$ cat config.mk
export PLATFORM = sky130hd
export DESIGN_NAME = clock_page_replacement_core
export DESIGN_NICKNAME = d
export VERILOG_FILES = /design/src/hw/rtl/cpr_pkg.sv /design/src/hw/rtl/clock_page_replacement_core.sv /design/src/hw/rtl/cpr_ctrl.sv /design/src/hw/rtl/cpr_datapath.sv
export SDC_FILE = /design/constraint.sdc
export NUM_CORES = 1
export LEC_CHECK = 0
export BUFFER_PORTS_ARGS = -buffer_cell sky130_fd_sc_hd__buf_2
export CAP_MARGIN = 20
export CORE_MARGIN = 5
export CORE_UTILIZATION = 35
export CTS_BUF_LIST = sky130_fd_sc_hd__clkbuf_2
export DETAILED_ROUTE_END_ITERATION = 8
export HOLD_SLACK_MARGIN = 0.08
export SLEW_MARGIN = 25
export SYNTH_ARGS = -nofsm -noshare
export SYNTH_HDL_FRONTEND = slang
export SYNTH_HIERARCHICAL = 1
export SYNTH_SLANG_ARGS = --single-unit
$ cat constraint.sdc
create_clock -name i_clk -period 4.48 [get_ports i_clk]
set_input_delay 0.224 -clock i_clk [delete_from_list [all_inputs] [get_ports i_clk]]
set_output_delay 0.224 -clock i_clk [all_outputs]
set_load 0.05 [all_outputs]
$ cat src/hw/rtl/cpr_pkg.sv
// Shared types and constants for the clock page replacement core.
`timescale 1ns / 1ps

package cpr_pkg;

    localparam int FRAME_SLOTS = 64;
    localparam int SLOT_W      = $clog2(FRAME_SLOTS);

    localparam logic [1:0] KIND_REFERENCE = 2'd0;
    localparam logic [1:0] KIND_OCCUPY    = 2'd1;
    localparam logic [1:0] KIND_EVICT     = 2'd2;

    localparam logic STATUS_OK    = 1'b0;
    localparam logic STATUS_EMPTY = 1'b1;

    typedef struct packed {
        logic [1:0] kind;
        logic [5:0] slot;
        logic       initial_referenced;
    } t_in_item;

    typedef struct packed {
        logic       status;
        logic [5:0] victim;
    } t_out_item;

    typedef enum logic [1:0] {
        ST_IDLE,
        ST_EXEC,
        ST_SWEEP
    } t_state;

    typedef enum logic [2:0] {
        OP_NONE,
        OP_FINISH_SIMPLE,
        OP_SWEEP_START,
        OP_SWEEP_PASS,
        OP_SWEEP_TAKE
    } t_dp_op;

    typedef struct packed {
        logic   capture;
        t_dp_op op;
    } t_dp_cmd;

    typedef struct packed {
        logic [1:0] kind;
        logic       any_occupied;
        logic       pos_occupied;
        logic       pos_referenced;
        logic       out_free;
    } t_dp_status;

endpackage

$ cat src/hw/rtl/clock_page_replacement_core.sv
// Top level of the second-chance clock victim selector.
//
//   Channel   Direction  Handshake                   Payload
//   input     in         i_in_valid / o_in_stall     i_in_item  (kind, slot, initial_referenced)
//   output    out        o_out_valid / i_out_stall   o_out_item (status, victim)
//
// One item is worked on at a time. Reference, occupy and an evict with no
// occupied slot are held in the item register and load their result into the
// output register once it is free; the core then returns to idle for the next item.
// An evict sweeps one slot per cycle from the hand and passes over at most
// 2 * FRAME_SLOTS - 1 slots before it finds its victim, which then waits
// until the output register is free before the next item can be accepted.
// Reset clears all slot bits, the hand and the output valid flag.
// A stalled result holds in the output register while the next item is accepted.
`timescale 1ns / 1ps

module clock_page_replacement_core (
    input  logic               i_clk,
    input  logic               i_rst_n,
    input  logic               i_in_valid,
    output logic               o_in_stall,
    input  cpr_pkg::t_in_item  i_in_item,
    output logic               o_out_valid,
    input  logic               i_out_stall,
    output cpr_pkg::t_out_item o_out_item
);
    import cpr_pkg::*;

    t_dp_cmd    dp_cmd;
    t_dp_status dp_status;

    cpr_ctrl u_ctrl (
        .i_clk      (i_clk),
        .i_rst_n    (i_rst_n),
        .i_in_valid (i_in_valid),
        .o_in_stall (o_in_stall),
        .i_status   (dp_status),
        .o_cmd      (dp_cmd)
    );

    cpr_datapath u_datapath (
        .i_clk       (i_clk),
        .i_rst_n     (i_rst_n),
        .i_in_item   (i_in_item),
        .i_cmd       (dp_cmd),
        .o_status    (dp_status),
        .o_out_valid (o_out_valid),
        .i_out_stall (i_out_stall),
        .o_out_item  (o_out_item)
    );

endmodule

$ cat src/hw/rtl/cpr_ctrl.sv
// Controller state machine for the clock page replacement core.
`timescale 1ns / 1ps

module cpr_ctrl (
    input  logic                i_clk,
    input  logic                i_rst_n,
    input  logic                i_in_valid,
    output logic                o_in_stall,
    input  cpr_pkg::t_dp_status i_status,
    output cpr_pkg::t_dp_cmd    o_cmd
);
    import cpr_pkg::*;

    t_state r_state;
    t_state n_state;

    always_ff @(posedge i_clk) begin
        if (!i_rst_n) begin
            r_state <= ST_IDLE;
        end else begin
            r_state <= n_state;
        end
    end

    always_comb begin
        n_state       = r_state;
        o_cmd.capture = 1'b0;
        o_cmd.op      = OP_NONE;
        o_in_stall    = (r_state != ST_IDLE);
        case (r_state)
            ST_IDLE: begin
                if (i_in_valid) begin
                    o_cmd.capture = 1'b1;
                    n_state       = ST_EXEC;
                end
            end
            ST_EXEC: begin
                if (i_status.kind == KIND_EVICT && i_status.any_occupied) begin
                    o_cmd.op = OP_SWEEP_START;
                    n_state  = ST_SWEEP;
                end else if (i_status.out_free) begin
                    o_cmd.op = OP_FINISH_SIMPLE;
                    n_state  = ST_IDLE;
                end
            end
            ST_SWEEP: begin
                // An occupied, unreferenced slot is the victim; the result waits
                // here until the output register can take it.
                if (i_status.pos_occupied && !i_status.pos_referenced) begin
                    if (i_status.out_free) begin
                        o_cmd.op = OP_SWEEP_TAKE;
                        n_state  = ST_IDLE;
                    end
                end else begin
                    o_cmd.op = OP_SWEEP_PASS;
                end
            end
            default: begin
                n_state = ST_IDLE;
            end
        endcase
    end

endmodule

$ cat src/hw/rtl/cpr_datapath.sv
// Slot bit vectors, clock hand, sweep pointer and output register.
`timescale 1ns / 1ps

module cpr_datapath (
    input  logic                i_clk,
    input  logic                i_rst_n,
    input  cpr_pkg::t_in_item   i_in_item,
    input  cpr_pkg::t_dp_cmd    i_cmd,
    output cpr_pkg::t_dp_status o_status,
    output logic                o_out_valid,
    input  logic                i_out_stall,
    output cpr_pkg::t_out_item  o_out_item
);
    import cpr_pkg::*;

    logic [FRAME_SLOTS-1:0] r_occ;
    logic [FRAME_SLOTS-1:0] r_ref;
    logic [SLOT_W-1:0]      r_hand;
    logic [SLOT_W-1:0]      r_pos;
    t_in_item               r_item;
    t_out_item              r_out;
    logic                   r_out_valid;

    logic [SLOT_W-1:0] item_idx;
    logic              slot_ok;
    logic [SLOT_W-1:0] pos_next;
    logic              out_load;
    logic              out_free;

    assign item_idx = SLOT_W'(r_item.slot);
    assign slot_ok  = (int'(r_item.slot) < FRAME_SLOTS);
    assign pos_next = (r_pos == SLOT_W'(FRAME_SLOTS - 1)) ? '0 : r_pos + 1'b1;
    assign out_load = (i_cmd.op == OP_FINISH_SIMPLE) || (i_cmd.op == OP_SWEEP_TAKE);
    assign out_free = !r_out_valid || !i_out_stall;

    always_comb begin
        o_status.kind           = r_item.kind;
        o_status.any_occupied   = |r_occ;
        o_status.pos_occupied   = r_occ[r_pos];
        o_status.pos_referenced = r_ref[r_pos];
        o_status.out_free       = out_free;
    end

    always_ff @(posedge i_clk) begin
        if (i_cmd.capture) begin
            r_item <= i_in_item;
        end
        if (i_cmd.op == OP_SWEEP_START) begin
            r_pos <= r_hand;
        end else if (i_cmd.op == OP_SWEEP_PASS) begin
            r_pos <= pos_next;
        end
        if (i_cmd.op == OP_FINISH_SIMPLE) begin
            r_out.status <= (r_item.kind == KIND_EVICT) ? STATUS_EMPTY : STATUS_OK;
            r_out.victim <= '0;
        end else if (i_cmd.op == OP_SWEEP_TAKE) begin
            r_out.status <= STATUS_OK;
            r_out.victim <= 6'(r_pos);
        end
    end

    always_ff @(posedge i_clk) begin
        if (!i_rst_n) begin
            r_occ       <= '0;
            r_ref       <= '0;
            r_hand      <= '0;
            r_out_valid <= 1'b0;
        end else begin
            case (i_cmd.op)
                OP_FINISH_SIMPLE: begin
                    if (r_item.kind == KIND_REFERENCE) begin
                        if (slot_ok && r_occ[item_idx]) begin
                            r_ref[item_idx] <= 1'b1;
                        end
                    end else if (r_item.kind == KIND_OCCUPY) begin
                        if (slot_ok) begin
                            r_occ[item_idx] <= 1'b1;
                            r_ref[item_idx] <= r_item.initial_referenced;
                        end
                    end
                end
                OP_SWEEP_PASS: begin
                    // A referenced slot gets its second chance; free slots are skipped.
                    if (r_occ[r_pos]) begin
                        r_ref[r_pos] <= 1'b0;
                    end
                end
                OP_SWEEP_TAKE: begin
                    r_occ[r_pos] <= 1'b0;
                    r_ref[r_pos] <= 1'b0;
                    r_hand       <= pos_next;
                end
                default: begin
                end
            endcase
            if (out_load) begin
                r_out_valid <= 1'b1;
            end else if (!i_out_stall) begin
                r_out_valid <= 1'b0;
            end
        end
    end

    assign o_out_valid = r_out_valid;
    assign o_out_item  = r_out;

endmodule

==> run summary <==
# H-tree levels: 4
critical path class: register to register
Core Rows: 63
Iter 0 DRT Violations: 1634
first-pass GRT wire length: 65400 um
Peak Freq: 225.3 MHz
ANT nets after route: 0
CP Cell Sequence: buf_6 > buf_4 > clkinvlp_4 > nor3_4 > a221oi_2 > a311o_1 > o211ai_1 > a221o_1 > nand2b_4 > nand2_1 > buf_4 > a21boi_2 > buf_6 > nand2_1 > nand2_2 > buf_12 > nor2_4 > buf_4 > clkbuf_16 > nand2_1 > nand3_1 > o31a_1 > o21a_1
Buf/Inv on CP: 8
sequential fraction of the synthesis area: 0.3180
GRT Util Overall: 0.2510
Critical Path Slowest Stage Cell: nor3_4
crit-path max FO: 18
final RePlAce weighted congestion: 1.024
PnR worst setup slack: 0.04083 ns
worst hold path class: primary input to register
GRT Residual Overflow: 0
fin crit share: 0.9909
final setup fails: 0
asr flop ratio synth: 0
total CTS buffers: 17
CTS Buffer Depth: 2
mux contribution to synthesized area: 0.05642
crit path time final: 4.439 ns
average routed wire per standard cell: 23.66 um
Arr. time, crit path: 5.14 ns
Critical Path Start Type: register
yosys warns: 6
slowest stage delay, CP: 0.47 ns
final std cells w/o fill: 1872
Synth Cell Area: 10510 um2
Worst Skew: 0.07260 ns
Power Density: 219.9 nW/um2
Max rail drop VDD: 120.6 uV
Post-Syn Instances: 1369
Least-Margin Pin Slew: 0.8329 ns
post-synth cell types: 67
P&R area growth vs syn: 20.70%
routed via count: 11748
Die W: 183.3 um
Worst path top cell family by delay: compound AO/OA/AOI/OAI gates
Synth Area per Inst: 7.679 um2
Setup crit end kind: register
adder-cell share of the synthesized area: 0.005951
Post-Synth Simple-Gate Area: 0.2399
Post-Syn Nets: 1387
DRC: 0
# port buffers: 21
Final Max Tran Viols: 0
Final Hold Vio Count: 0
xor-xnor portion of the synthesized cell area: 0.002499
nets: 1487
Pwr Total: 2791 uW
Detailed Routing Iterations Pass 1: 5
status: complete, no violations
CTS tree: built
IO Pins: 22
hpwl dp: 31090 um
Final TNS setup: 0 ns
Yosys reg bits: 159
Leak Pwr: 0.004670 uW
vias in the first global route: 10658
layout cells sized above 1: 0.1823
initial antenna violation count: 1
final WL: 44290 um
RSZ-0062 raised after global routing: yes
top_reg_cell synth: dfxtp_1
commonest non-fill, non-tap cells in the layout: o21ai_0 (197), nand2_1 (182), dfxtp_1 (143), buf_4 (130), nor2_1 (88)
Worst slew margin: 0.4447
CP Data Required Time: 5.18 ns
clk sink count: 159
DP Worst Slack: -0.2559 ns
number of max-cap violations: 0
die height: 183.3 um
CTS root buf: clkbuf_2
Worst-path clk slew: 0.25 ns
die area: 33600 um2
Initial Utilization: 0.3547
core area: 29640 um2
Via density: 6.276
EDFF count, synth: 16
Fill cells: 3028
Skew-Pair Late Insertion Delay: 0.82 ns
dpl cells: 1805
Compound-Gate Fraction of Synth Area: 0.3243
pin count of the biggest net entering global routing: 112
commonest non-fill, non-tap cell in the layout: o21ai_0
largest family of logic cells by synthesized area: compound AO/OA/AOI/OAI gates
## layout make-up
type | count | area, um2 | area share
inverters | 9 | 37.54 | 0.002958
diodes | 1 | 2.502 | 0.0001972
clock inverters | 13 | 187.7 | 0.01479
flip-flops and latches | 159 | 3343 | 0.2635
clock buffers | 18 | 90.09 | 0.007100
well taps | 390 | 488.0 | 0.03846
multi-input cells | 1088 | 6818 | 0.5373
repair buffers | 194 | 1722 | 0.1357
## timing repair
item	CTS	global route
gates cloned	0	3
hold buffers	18	3
pin swaps	2	10
resized for setup	12	34
endpoints found under the setup margin	125	131
buffers inserted	1	10
hold endpoints to repair	21	97
## stage by stage
step	utilization	cell area, um2	hold slack (ns)
finish	0.4281	12690	0.2506
global route	0.4281	12690	0.2069
CTS	0.4173	12370	0.08360
detailed placement	0.4002	11860	0.4021
global placement	0.4002	11860	0.4048
floorplan	-	10530	0.3229
## registers in the layout (all words and copies together) (netlist names)
signal / flops
u_ctrl/r_state: 2
u_datapath/item_idx: 6
u_datapath/o_status: 2
u_datapath/r_ref: 64
u_datapath/r_occ: 64
u_datapath/r_item: 1
u_datapath/o_out_valid: 1
u_datapath/r_hand: 6
u_datapath/r_pos: 6
u_datapath/o_out_item: 7
## power breakdown
| part | total [uW] | switching [uW] | internal [uW] |
|---|---|---|---|
| sequential | 1480 | 23.6 | 1450 |
| clock | 946 | 577 | 369 |
| combinational | 368 | 230 | 137 |
## layer usage
metal	vias up	share of wire	GRT usage
li1	5255	-	-
met2	720	0.42	0.3714
met1	5643	0.41	0.3456
met3	130	0.11	0.06624
met4	0	0.049	0.1070
met5	-	0	0
## cells in the mapped netlist (7+ instances only)
cell type	number	area (um2)
o31a_1	63	551.8
nand2_1	185	694.4
nor4_1	16	100.1
nand3_1	86	430.4
clkbuf_1	75	281.5
buf_4	17	127.6
a22o_1	10	87.58
nor3_1	8	40.04
nand2b_1	10	62.56
inv_1	7	26.28
edfxtp_1	16	480.5
mux2_2	14	157.7
o21ai_0	199	996.0
o211ai_1	68	510.5
a21oi_1	17	85.08
nor2_1	91	341.6
a22oi_1	28	210.2
mux2i_1	15	150.1
buf_2	18	90.09
a21boi_0	7	52.55
and2_1	69	431.7
mux4_2	9	202.7
o21a_1	64	480.5
dfxtp_1	143	2863
a221oi_1	13	113.9
nor2b_1	25	156.4
nand4_1	8	50.05
## tightest hold or removal path, stage by stage
cell and delay (ns):
dlygate4sd3_1 0.51, buf_2 0.11, a21oi_1 0.06, nor2b_1 0.10
## logic make-up after synthesis
group                    count (synthesis)
AND/OR/NAND/NOR                        525
AO/OA/AOI/OAI                          509
flip-flops                             159
buffers and inverters                  123
multiplexers                            45
adder cells (fa/ha/maj)                  5
XOR/XNOR                                 3
## path summary, 6_finish.rpt
check | from | endpoint | slack [ns] | depth (start not counted)
setup / recovery | u_datapath/r_pos[0] | u_datapath/r_ref[46] | 0.04 | 23
setup reg to reg | u_datapath/r_pos[0] | u_datapath/r_ref[46] | 0.04 | 23
hold / removal | i_out_stall | u_datapath/o_out_valid | 0.25 | 4
hold reg to reg | u_datapath/r_hand[0] | u_datapath/r_hand[0] | 0.48 | 2
(Power assumes the default switching activity.)
